[src/assert_macros.svh]
// Assertion macros used by the dispatcher top level.
`ifndef ASSERT_MACROS_SVH
`define ASSERT_MACROS_SVH
`ifndef ASSERT_OFF
// expr must hold at every clock edge out of reset
`define ASSERT_ALWAYS(lbl, clk, rstn, expr) \
	lbl: assert property (@(posedge clk) disable iff (!rstn) (expr)) \
		else $error("assertion failed");
// ante implies cons in the same cycle
`define ASSERT_IMPL(lbl, clk, rstn, ante, cons) \
	lbl: assert property (@(posedge clk) disable iff (!rstn) (ante) |-> (cons)) \
		else $error("assertion failed");
// ante implies cons in the next cycle
`define ASSERT_NEXT(lbl, clk, rstn, ante, cons) \
	lbl: assert property (@(posedge clk) disable iff (!rstn) (ante) |=> (cons)) \
		else $error("assertion failed");
`else
`define ASSERT_ALWAYS(lbl, clk, rstn, expr)
`define ASSERT_IMPL(lbl, clk, rstn, ante, cons)
`define ASSERT_NEXT(lbl, clk, rstn, ante, cons)
`endif
`endif

[src/pwqd_pkg.sv]
// Shared types and constants of the per-worker queue dispatcher.
`default_nettype none
package pwqd_pkg;

	localparam int QUEUE_DEPTH_LOG2_DEF = 8;
	localparam int MAX_WORKERS_DEF      = 8;

	localparam int SEL_W      = 3;
	localparam int LEN_W      = 9;
	localparam int WORD_W     = 32;
	localparam int CFG_IDX_W  = 2;
	localparam int CFG_DATA_W = 4;

	localparam logic [CFG_IDX_W-1:0] REG_SCHED_MODE     = 2'd0;
	localparam logic [CFG_IDX_W-1:0] REG_ACTIVE_WORKERS = 2'd1;

	localparam logic [CFG_DATA_W-1:0] ACTIVE_WORKERS_RST = 4'd8;

	localparam logic CMD_ADD  = 1'b0;
	localparam logic CMD_TAKE = 1'b1;

	typedef enum logic [1:0] {
		ST_QUEUED = 2'd0,
		ST_FULL   = 2'd1,
		ST_TAKEN  = 2'd2,
		ST_EMPTY  = 2'd3
	} status_t;

	typedef enum logic [2:0] {
		S_IDLE,
		S_RR,
		S_SCAN,
		S_ACCESS,
		S_OUT
	} state_t;

	// controller -> datapath
	typedef struct packed {
		logic load;
		logic rr_step;
		logic scan_step;
		logic access;
	} cmd_t;

	// datapath -> controller
	typedef struct packed {
		logic pick_shortest;
		logic rem_ge_n;
		logic scan_last;
	} stat_t;

endpackage
`default_nettype wire

[src/pwqd_ctrl.sv]
// Controller state machine sequencing pick, access and result.
`default_nettype none
module pwqd_ctrl (
	input  wire logic              clk,
	input  wire logic              arst_n,
	input  wire logic              start,
	input  wire logic              cmd,
	input  wire pwqd_pkg::stat_t   stat,
	output pwqd_pkg::cmd_t         ctl,
	output logic                   busy,
	output logic                   done
);

	pwqd_pkg::state_t state_q;
	pwqd_pkg::state_t state_nxt;

	always_ff @(posedge clk or negedge arst_n) begin
		if (!arst_n) begin
			state_q <= pwqd_pkg::S_IDLE;
		end else begin
			state_q <= state_nxt;
		end
	end

	always_comb begin
		state_nxt = state_q;
		case (state_q)
			pwqd_pkg::S_IDLE: begin
				if (start) begin
					if (cmd == pwqd_pkg::CMD_TAKE) begin
						state_nxt = pwqd_pkg::S_ACCESS;
					end else if (stat.pick_shortest) begin
						state_nxt = pwqd_pkg::S_SCAN;
					end else begin
						state_nxt = pwqd_pkg::S_RR;
					end
				end
			end
			pwqd_pkg::S_RR: begin
				if (!stat.rem_ge_n) begin
					state_nxt = pwqd_pkg::S_ACCESS;
				end
			end
			pwqd_pkg::S_SCAN: begin
				if (stat.scan_last) begin
					state_nxt = pwqd_pkg::S_ACCESS;
				end
			end
			pwqd_pkg::S_ACCESS: state_nxt = pwqd_pkg::S_OUT;
			pwqd_pkg::S_OUT:    state_nxt = pwqd_pkg::S_IDLE;
			default:            state_nxt = pwqd_pkg::S_IDLE;
		endcase
	end

	always_comb begin
		ctl  = '0;
		busy = 1'b1;
		done = 1'b0;
		case (state_q)
			pwqd_pkg::S_IDLE: begin
				busy     = 1'b0;
				ctl.load = start;
			end
			pwqd_pkg::S_RR:     ctl.rr_step   = 1'b1;
			pwqd_pkg::S_SCAN:   ctl.scan_step = 1'b1;
			pwqd_pkg::S_ACCESS: ctl.access    = 1'b1;
			pwqd_pkg::S_OUT:    done          = 1'b1;
			default:            busy          = 1'b1;
		endcase
	end

endmodule
`default_nettype wire
[config.mk]
export PLATFORM = sky130hd
export DESIGN_NAME = pwqd_ctrl
export DESIGN_NICKNAME = d
export VERILOG_FILES = /design/src/assert_macros.svh /design/src/pwqd_pkg.sv /design/src/pwqd_ctrl.sv
export SDC_FILE = /design/constraint.sdc
export NUM_CORES = 1
export LEC_CHECK = 0
export ABC_CLOCK_PERIOD_IN_PS = 1700
export BUFFER_PORTS_ARGS = -buffer_cell sky130_fd_sc_hd__clkbuf_2
export CORE_AREA = 4 4 41 43
export DETAILED_ROUTE_END_ITERATION = 10
export DIE_AREA = 0 0 45 47
export RECOVER_POWER = 100
export SLEW_MARGIN = 0
export SYNTH_ARGS = -nofsm -noshare
export SYNTH_HDL_FRONTEND = slang
export SYNTH_SLANG_ARGS = --single-unit
[constraint.sdc]
create_clock -name clk -period 1.7 [get_ports clk]
set_input_delay 0.255 -clock clk [delete_from_list [all_inputs] [get_ports clk]]
set_output_delay 0.255 -clock clk [all_outputs]
set_load 0.01 [all_outputs]
==> impl_metrics.ini, run 1 <==
[setup_path]
worstPathMaxFanout = 8
cpPeakStageDelay_ns = 0.44
slowest_stage = dfrtp_1
path_class = reg2out
startpoint_type = register
critical_path.endpoint_type = output pin
crit_chain = or3_1 -> nor2_2 -> clkbuf_2
worst_ep_required_time_ns = 1.44
arrival_ns = 1.31

[sta]
rsz0062_at_grt = no
slew_viol_final = 0
fmax_mhz = 638.4
finalCriticalPeriod_ns = 1.566
relSlewSlack_pct = 84.38
tightest_slew_ns = 0.2343
setup_tns_ns = 0
finalSetupViolCount = 0
layout_setup_ws_ns = 0.1337
whs_ns = 0.2730
skew_ns = 0.00009645
finalHoldViolations = 0
period_share_pct = 92.14

[final_layout]
largestRegisters = state_q x3
regArea_um2 = 75.07
diodes = 0
area_growth_pct = 50.65
drive_gt1_share_pct = 38.89
multi_input_area_um2 = 97.59
largest_register_ffs = 3
nNetsFinal = 44
regMostFlops = state_q
nFillCells = 152

[synthesis]
syn_area_per_cell_um2 = 9.634
ys_types = 14
synth_cells = 20
synthTopCellsByArea = dfrtp_1, and3b_2, nor3b_1
yosys.area.top_type = dfrtp_1
yosys.area.top_type_share_pct = 38.96
netlist_area_um2 = 192.7
ys_seq_area_share_pct = 38.96
synth_nets = 27
synth-seq-cells = 3
synthesis.yosys.warnings = 0

[run]
cap_violations = 0

[place]
gp_congestion = 0.6246
port_buffers = 12
post-place-ws_ns = 0.3898
hpwl_um = 353.8

[power_and_ir_drop]
power_density_nw_per_um2 = 1797
peakVddDrop_mv = 0.3577
p_total_mw = 0.5217
p_leak_nw = 0.1376

[route]
via_count = 199
wl_um = 457
wl_per_cell_um = 8.961
first_pass_iters = 2
drtIter0Drc = 1
drc = 0
ant_nets = 0
vias_per_cell = 3.902

[clock_network]
numCtsBuffers = 3
worstSkewPairLatency_ns = 0.23
root_buffer = clkbuf_4
cts_tree = yes
cts_hold_buffers = 1
clkSinkCount = 3
ctsHtreeMaxLevel = 1
cts_buffer_depth = 2
clk_pin_slew_worst_paths_ns = 0.04
cts-resized-gates = 0
post_cts_buffers = 0

[global_route]
antenna_found_initial = 0
grt_first_pass_wirelength_um = 703
grt_usage_pct = 5.384
grt_max_degree = 9
grt_pass1_vias = 199
grt_overflow = 0

[worst_hold_path]
hp-class = in2reg

[status]
run_status = finished, final reports clean

[die]
core_area_um2 = 1301
die_area_um2 = 2115
die-height_um = 47
io-pin-count = 13
fp.dieW_um = 45
start_util_pct = 14.81
rows = 13
[where the power goes]
group	total [mW]	leakage (nW)	switching (mW)	internal (mW)
logic	0.223	0.0855	0.106	0.117
registers	0.172	0.0371	0.0628	0.109
clock network	0.127	0.0150	0.0393	0.0881
[synthesized netlist by cell type, drive strengths merged]
cell and instances:
and2 1, nor3b 2, o21a 1, o21ai 2, nor2 2, a221oi 1
inv 2, and3b 2, a211oi 1, or3 1, dfrtp 3, nand2b 1
buf 1
[area by class of cell]
type                            count  area share [%]
Multi-Input combinational cell     14           33.62
Inverter                            2           2.586
Tap cell                           15           6.466
Timing Repair Buffer               13           22.41
Clock buffer                        4           9.052
Sequential cell                     3           25.86
[critical path, delay by kind of cell (launching register included)]
family                 cells  cell delay [ns]
AND/OR/NAND/NOR            2             0.52
buffers and inverters      1             0.13
flip-flops                 1             0.44
[cells by family (layout without fill, tap and decap cells)]
kind of cell | count (synthesis) | after routing | synth area share (%)
flops | 3 | 3 | 38.96
buf+inv | 3 | 19 | 7.795
simple gates | 9 | 9 | 35.72
compound gates | 5 | 5 | 17.54
[per-stage QoR]
stage                     instance area, um2  utilization (%)  instances
after global routing                   290.3            22.31         51
after detailed placement               264.0            20.29         46
after global placement                 264.0            20.29         46
final                                  290.3            22.31         51
after floorplan                        192.7                -         20
after CTS                              300.3            23.08         51
[worst paths after layout]
| check | slack [ns] | start | cells past startpoint | endpoint |
|---|---|---|---|---|
| setup / recovery | 0.13 | state_q[0]$_DFFE_PN0P_ | 3 | ctl[3] |
| hold / removal | 0.27 | stat[1] | 3 | state_q[1]$_DFFE_PN0P_ |
| setup reg to reg | 0.75 | state_q[0]$_DFFE_PN0P_ | 2 | state_q[0]$_DFFE_PN0P_ |
| hold reg to reg | 0.54 | state_q[2]$_DFFE_PN0P_ | 1 | state_q[1]$_DFFE_PN0P_ |
| max in group asynchronous | 1.20 | arst_n | 2 | state_q[0]$_DFFE_PN0P_ |
| min in group asynchronous | 0.36 | arst_n | 2 | state_q[2]$_DFFE_PN0P_ |
[cell usage in the layout (no fill, tap or decap), drive strengths merged]
| cell | n |
|---|---|
| clkbuf | 16 |
| dfrtp | 3 |
| nor3b | 2 |
| and3b | 2 |
| inv | 2 |
| o21ai | 2 |
| nor2 | 2 |
| or3 | 1 |
| and2 | 1 |
| o21a | 1 |
| a211oi | 1 |
| nand2b | 1 |
| a221oi | 1 |
| dlygate4sd3 | 1 |
[routing by layer]
layer / vias to the layer above / wire (um) / part of all wire (%) / track usage (%)
li1: 102 / - / - / -
met1: 86 / 182 / 40 / 4.577
met2: 9 / 192 / 42 / 7.627
met3: 2 / 65 / 14 / 4.598
met4: 0 / 17 / 3.7 / 5.263
met5: - / 0 / 0 / 0
Power figures use the tool's default switching activity.
==> run 2: changes to the inputs <==
--- a/config.mk
+++ b/config.mk
@@ -5,9 +5,10 @@
 export SDC_FILE = /design/constraint.sdc
 export NUM_CORES = 1
 export LEC_CHECK = 0
-export ABC_CLOCK_PERIOD_IN_PS = 1700
+export ABC_CLOCK_PERIOD_IN_PS = 1990
 export BUFFER_PORTS_ARGS = -buffer_cell sky130_fd_sc_hd__clkbuf_2
 export CORE_AREA = 4 4 41 43
+export CTS_CLUSTER_DIAMETER = 100
 export DETAILED_ROUTE_END_ITERATION = 10
 export DIE_AREA = 0 0 45 47
 export RECOVER_POWER = 100
==> constraint.sdc (replaced) <==
create_clock -name clk -period 1.99 [get_ports clk]
set_input_delay 0.2985 -clock clk [delete_from_list [all_inputs] [get_ports clk]]
set_output_delay 0.2985 -clock clk [all_outputs]
set_load 0.01 [all_outputs]
==> run 2 against run 1 <==
Against the previous run:
- non-clock buffer count unchanged
- via count unchanged
- critical endpoint unchanged
- register-to-register slack better by 0.28 ns
- total power down 15%
==> impl_metrics.ini, run 2 (same netlist as run 1, synthesis figures left out) <==
[clock_network]
clkSinkCount = 3
root_buffer = clkbuf_4
worstSkewPairLatency_ns = 0.23
clk_pin_slew_worst_paths_ns = 0.04
cts_tree = yes
cts_buffer_depth = 2
cts_hold_buffers = 1
cts-resized-gates = 0
ctsHtreeMaxLevel = 1
post_cts_buffers = 0
numCtsBuffers = 3

[power_and_ir_drop]
p_seq_share_pct = 32.6
p_leak_nw = 0.1342
swShare_pct = 39.85
combPwrFrac_pct = 43.5
peakVddDrop_mv = 0.2893
switchingPower_mw = 0.1764
p_int_mw = 0.2663
clkPwrFrac_pct = 23.9
power_density_nw_per_um2 = 1532

[setup_path]
startpoint_type = register
critical_path.endpoint_type = output pin
r2r_slack_ns = 1.03
r2r_end = state_q[0]$_DFFE_PN0P_
r2r-start = state_q[0]$_DFFE_PN0P_
worst_ep_required_time_ns = 1.69
cpPeakStageDelay_ns = 0.43
worstPathMaxFanout = 8
arrival_ns = 1.31
slowest_stage = dfrtp_1
crit_chain = or3_1 -> nor2_2 -> clkbuf_1
path_class = reg2out
rr_worst_depth = 2

[worst_hold_path]
whs_endpoint = state_q[1]$_DFFE_PN0P_
min_from = stat[1]
min_path_cells = 3
hp-class = in2reg

[final_layout]
nNetsFinal = 44
largest_register_ffs = 3
multi_input_area_um2 = 97.59
largestRegisters = state_q x3
nFillCells = 158
regMostFlops = state_q
drive_gt1_share_pct = 36.11
area_growth_pct = 50.00
diodes = 0
final_cell_mix = clkbuf_2, clkbuf_1, clkbuf_4, dfrtp_1
fin_util_pct = 22.21
regArea_um2 = 75.07
mostFrequentLayoutCell = clkbuf_2

[global_route]
antenna_found_initial = 0
grt_max_degree = 9
grt_overflow = 0
grt_pass1_vias = 190
grt_usage_pct = 5.859
grt_first_pass_wirelength_um = 752

[sta]
rsz0062_at_grt = no
finalSetupViolCount = 0
layout_setup_ws_ns = 0.3768
setup_tns_ns = 0
tightest_slew_ns = 0.2457
period_share_pct = 81.07
finalCriticalPeriod_ns = 1.613
fmax_mhz = 619.9
relSlewSlack_pct = 83.62
skew_ns = 0.002326
finalHoldViolations = 0
slew_viol_final = 0

[route]
vias_per_cell = 3.902
wl_um = 508
via_count = 199
ant_nets = 0
drtIter0Drc = 7
drc = 0
wl_per_cell_um = 9.961
first_pass_iters = 4

[place]
gp_congestion = 0.6754
post-place-ws_ns = 0.6448
port_buffers = 12

[die]
start_util_pct = 14.81
core_area_um2 = 1301
rows = 13
die_area_um2 = 2115
io-pin-count = 13
die-height_um = 47
fp.dieW_um = 45

[status]
run_status = finished, final reports clean

[run]
cap_violations = 0
-- run 2: changes by cell type in the layout (fill, tap and decap cells not counted) --
cell / previous run / this run
clkbuf_1: 5 / 6
clkbuf_2: 8 / 7
-- run 2: worst max-delay path, delay by kind of cell (launching register included) --
| kind | cells | cell delay, ns |
|---|---|---|
| buffers and inverters | 1 | 0.15 |
| DFF | 1 | 0.43 |
| and+or+nand+nor | 2 | 0.50 |
-- run 2: power groups by stage --
| stage | Sequential (mW) | Combinational (mW) | Clock (mW) |
|---|---|---|---|
| after global routing | 0.156 | 0.216 | 0.113 |
| after global placement | 0.143 | 0.217 | 0 |
| after CTS | 0.147 | 0.218 | 0.112 |
| after detailed placement | 0.147 | 0.216 | 0 |
| after floorplan | 0.134 | 0.156 | 0 |
| final | 0.145 | 0.192 | 0.106 |
-- run 2: metrics by stage --
step	power [mW]	cell area [um2]	cells	hold WS, ns
floorplan	0.2896	192.7	20	0.002909
global placement	0.3608	264.0	46	0.09844
detailed placement	0.3632	264.0	46	0.1025
CTS	0.4772	300.3	51	0.3206
global route	0.4849	289.0	51	0.3340
finish	0.4427	289.0	51	0.3284
-- run 2: layout make-up --
class / instances / share of cell area, %
multi-input combinational: 14 / 33.77
sequential: 3 / 25.97
timing repair buffer: 13 / 22.08
clock buffer: 4 / 9.091
tap: 15 / 6.494
inverter: 2 / 2.597
-- run 2: worst max path at each step --
stage,start,end,slack (ns),cells after the start
2_1_floorplan,state_q[0]$_DFFE_PN0P_,ctl[3],0.73,2
3_3_place_gp,state_q[0]$_DFFE_PN0P_,ctl[3],0.66,3
3_5_place_dp,state_q[0]$_DFFE_PN0P_,ctl[3],0.64,3
4_1_cts,state_q[0]$_DFFE_PN0P_,ctl[3],0.39,3
5_1_grt,state_q[0]$_DFFE_PN0P_,ctl[3],0.29,3
6_report,state_q[0]$_DFFE_PN0P_,ctl[3],0.38,3
-- run 2: per-layer routing --
metal	wire length, um	vias up	part of all wire (%)	global-route usage (%)
li1	-	104	-	-
met1	208	86	41	5.034
met2	233	7	46	7.062
met3	58	2	11	4.598
met4	8	0	1.6	8.772
met5	0	-	0	0
==> run 3: changes to the inputs <==
--- a/config.mk
+++ b/config.mk
@@ -5,7 +5,7 @@
 export SDC_FILE = /design/constraint.sdc
 export NUM_CORES = 1
 export LEC_CHECK = 0
-export ABC_CLOCK_PERIOD_IN_PS = 1990
+export ABC_CLOCK_PERIOD_IN_PS = 1600
 export BUFFER_PORTS_ARGS = -buffer_cell sky130_fd_sc_hd__clkbuf_2
 export CORE_AREA = 4 4 41 43
 export CTS_CLUSTER_DIAMETER = 100
==> constraint.sdc (replaced) <==
create_clock -name clk -period 1.6 [get_ports clk]
set_input_delay 0.24 -clock clk [delete_from_list [all_inputs] [get_ports clk]]
set_output_delay 0.24 -clock clk [all_outputs]
set_load 0.01 [all_outputs]
==> run 3 against run 2 <==
Against the previous run:
- total power rose by 29%
- first-iteration DRC count fell by 86%
- combinational power rose by 30%
- cell area rose by 2.2%
- non-clock buffer count did not move
- clock skew fell by 0.0022 ns
- register-to-register slack got worse by 0.39 ns
- sequential power rose by 28%
- sequential share of layout area fell by 0.55 points
- via count rose by 0.50%
- highest routed layer unchanged
==> impl_metrics.ini, run 3 (same netlist as run 1, synthesis figures left out) <==
[run]
cap_violations = 0

[global_route]
antenna_found_initial = 0
grt_overflow = 0
grt_pass1_vias = 199
grt_usage_pct = 5.384
grt_first_pass_wirelength_um = 703
grt_max_degree = 9

[setup_path]
critical_path.endpoint_type = output pin
crit_buf_inv = 1
cpPeakStageDelay_ns = 0.44
startpoint_type = register
arrival_ns = 1.30
r2r-start = state_q[0]$_DFFE_PN0P_
crit_chain = or3_4 -> nor2_2 -> clkbuf_2
crit_end = ctl[3]
crit_start = state_q[0]$_DFFE_PN0P_
critical_path.top_delay_family = simple AND/OR/NAND/NOR gates
path_class = reg2out
r2r_slack_ns = 0.64
slowest_stage = dfrtp_1
worst_ep_required_time_ns = 1.36
rr_worst_depth = 2
cp.depth = 3
worstPathMaxFanout = 8
r2r_end = state_q[0]$_DFFE_PN0P_

[power_and_ir_drop]
clkPwrFrac_pct = 23.8
swShare_pct = 39.20
peakVddDrop_mv = 0.3834
power_density_nw_per_um2 = 1927
p_int_mw = 0.3459
p_total_mw = 0.5689
p_seq_share_pct = 32.5
p_leak_nw = 0.1385
combPwrFrac_pct = 43.7
switchingPower_mw = 0.2230

[sta]
rsz0062_at_grt = no
slew_viol_final = 0
tightest_slew_ns = 0.2343
fmax_mhz = 650.5
period_share_pct = 96.07
setup_tns_ns = 0
layout_setup_ws_ns = 0.06280
finalSetupViolCount = 0
skew_ns = 0.00009645
finalCriticalPeriod_ns = 1.537
whs_ns = 0.2580
relSlewSlack_pct = 84.38
finalHoldViolations = 0

[final_layout]
area_growth_pct = 53.25
multi_input_area_um2 = 102.6
regArea_um2 = 75.07
largest_register_ffs = 3
drive_gt1_share_pct = 41.67
largestRegisters = state_q x3
regMostFlops = state_q
mostFrequentLayoutCell = clkbuf_2
fin_util_pct = 22.69
fin_area_um2 = 295.3
nFillCells = 151
fin_cells = 51
final_cell_mix = clkbuf_2, clkbuf_1, clkbuf_4, dfrtp_1
nNetsFinal = 44
diodes = 0

[place]
post-place-ws_ns = 0.3048
dp.cells = 46
hpwl_um = 353.8
port_buffers = 12
gp_congestion = 0.6246
placement.cell_area_um2 = 264.0

[route]
first_pass_iters = 2
ant_nets = 0
drtIter0Drc = 1
wl_um = 456
drc = 0
wl_per_cell_um = 8.941
via_count = 200
vias_per_cell = 3.922

[clock_network]
clkSinkCount = 3
clk_pin_slew_worst_paths_ns = 0.04
cts_buffer_depth = 2
numCtsBuffers = 3
root_buffer = clkbuf_4
worstSkewPairLatency_ns = 0.23
cts-resized-gates = 0
cts_tree = yes
ctsHtreeMaxLevel = 1

[worst_hold_path]
hp-class = in2reg
min_from = stat[1]
min_path_cells = 3

[die]
rows = 13
fp.dieW_um = 45
core_area_um2 = 1301
start_util_pct = 14.81
die-height_um = 47
die_area_um2 = 2115
io-pin-count = 13

[status]
run_status = finished, final reports clean
==> run 3: cell types whose count changed in the layout (fill, tap and decap cells not counted) <==
cell      change
clkbuf_2      +1
or3_1         -1
clkbuf_1      -1
or3_4         +1
==> run 3: timing repair <==
action	4_1_cts	5_1_grt
buffers inserted	0	0
hold buffers	1	0
endpoints found under the hold margin	3	0
==> run 3: layout make-up <==
type	instances	share of cell area, %
tap	15	6.356
timing repair buffer	13	22.03
clock buffer	4	8.898
inverter	2	2.542
multi-input combinational	14	34.75
sequential	3	25.42
==> run 3: how the worst min path moves through the flow <==
| stage | endpoint | slack, ns |
|---|---|---|
| finish | state_q[1]$_DFFE_PN0P_ | 0.26 |
| global placement | state_q[2]$_DFFE_PN0P_ | 0.04 |
| floorplan | state_q[0]$_DFFE_PN0P_ | -0.06 |
| CTS | state_q[1]$_DFFE_PN0P_ | 0.26 |
| global route | state_q[1]$_DFFE_PN0P_ | 0.27 |
| detailed placement | state_q[2]$_DFFE_PN0P_ | 0.04 |
==> run 3: power by group through the flow <==
stage / logic, mW / registers (mW) / clock network, mW
after floorplan: 0.194 / 0.166 / 0
after global placement: 0.262 / 0.185 / 0
after detailed placement: 0.263 / 0.186 / 0
after CTS: 0.265 / 0.185 / 0.141
after global routing: 0.281 / 0.194 / 0.146
final: 0.249 / 0.185 / 0.135
==> run 3: layer usage <==
| metal | track usage (%) | wire length [um] | up-vias |
|---|---|---|---|
| li1 | - | - | 103 |
| met4 | 5.263 | 17 | 0 |
| met3 | 4.598 | 65 | 2 |
| met1 | 4.577 | 180 | 86 |
| met5 | 0 | 0 | - |
| met2 | 7.627 | 193 | 9 |
==> run 3: worst reg2reg max path, stage by stage (launching register included) <==
cell and delay [ns]:
dfrtp_1 0.44, nand2b_1 0.17, a221oi_1 0.24
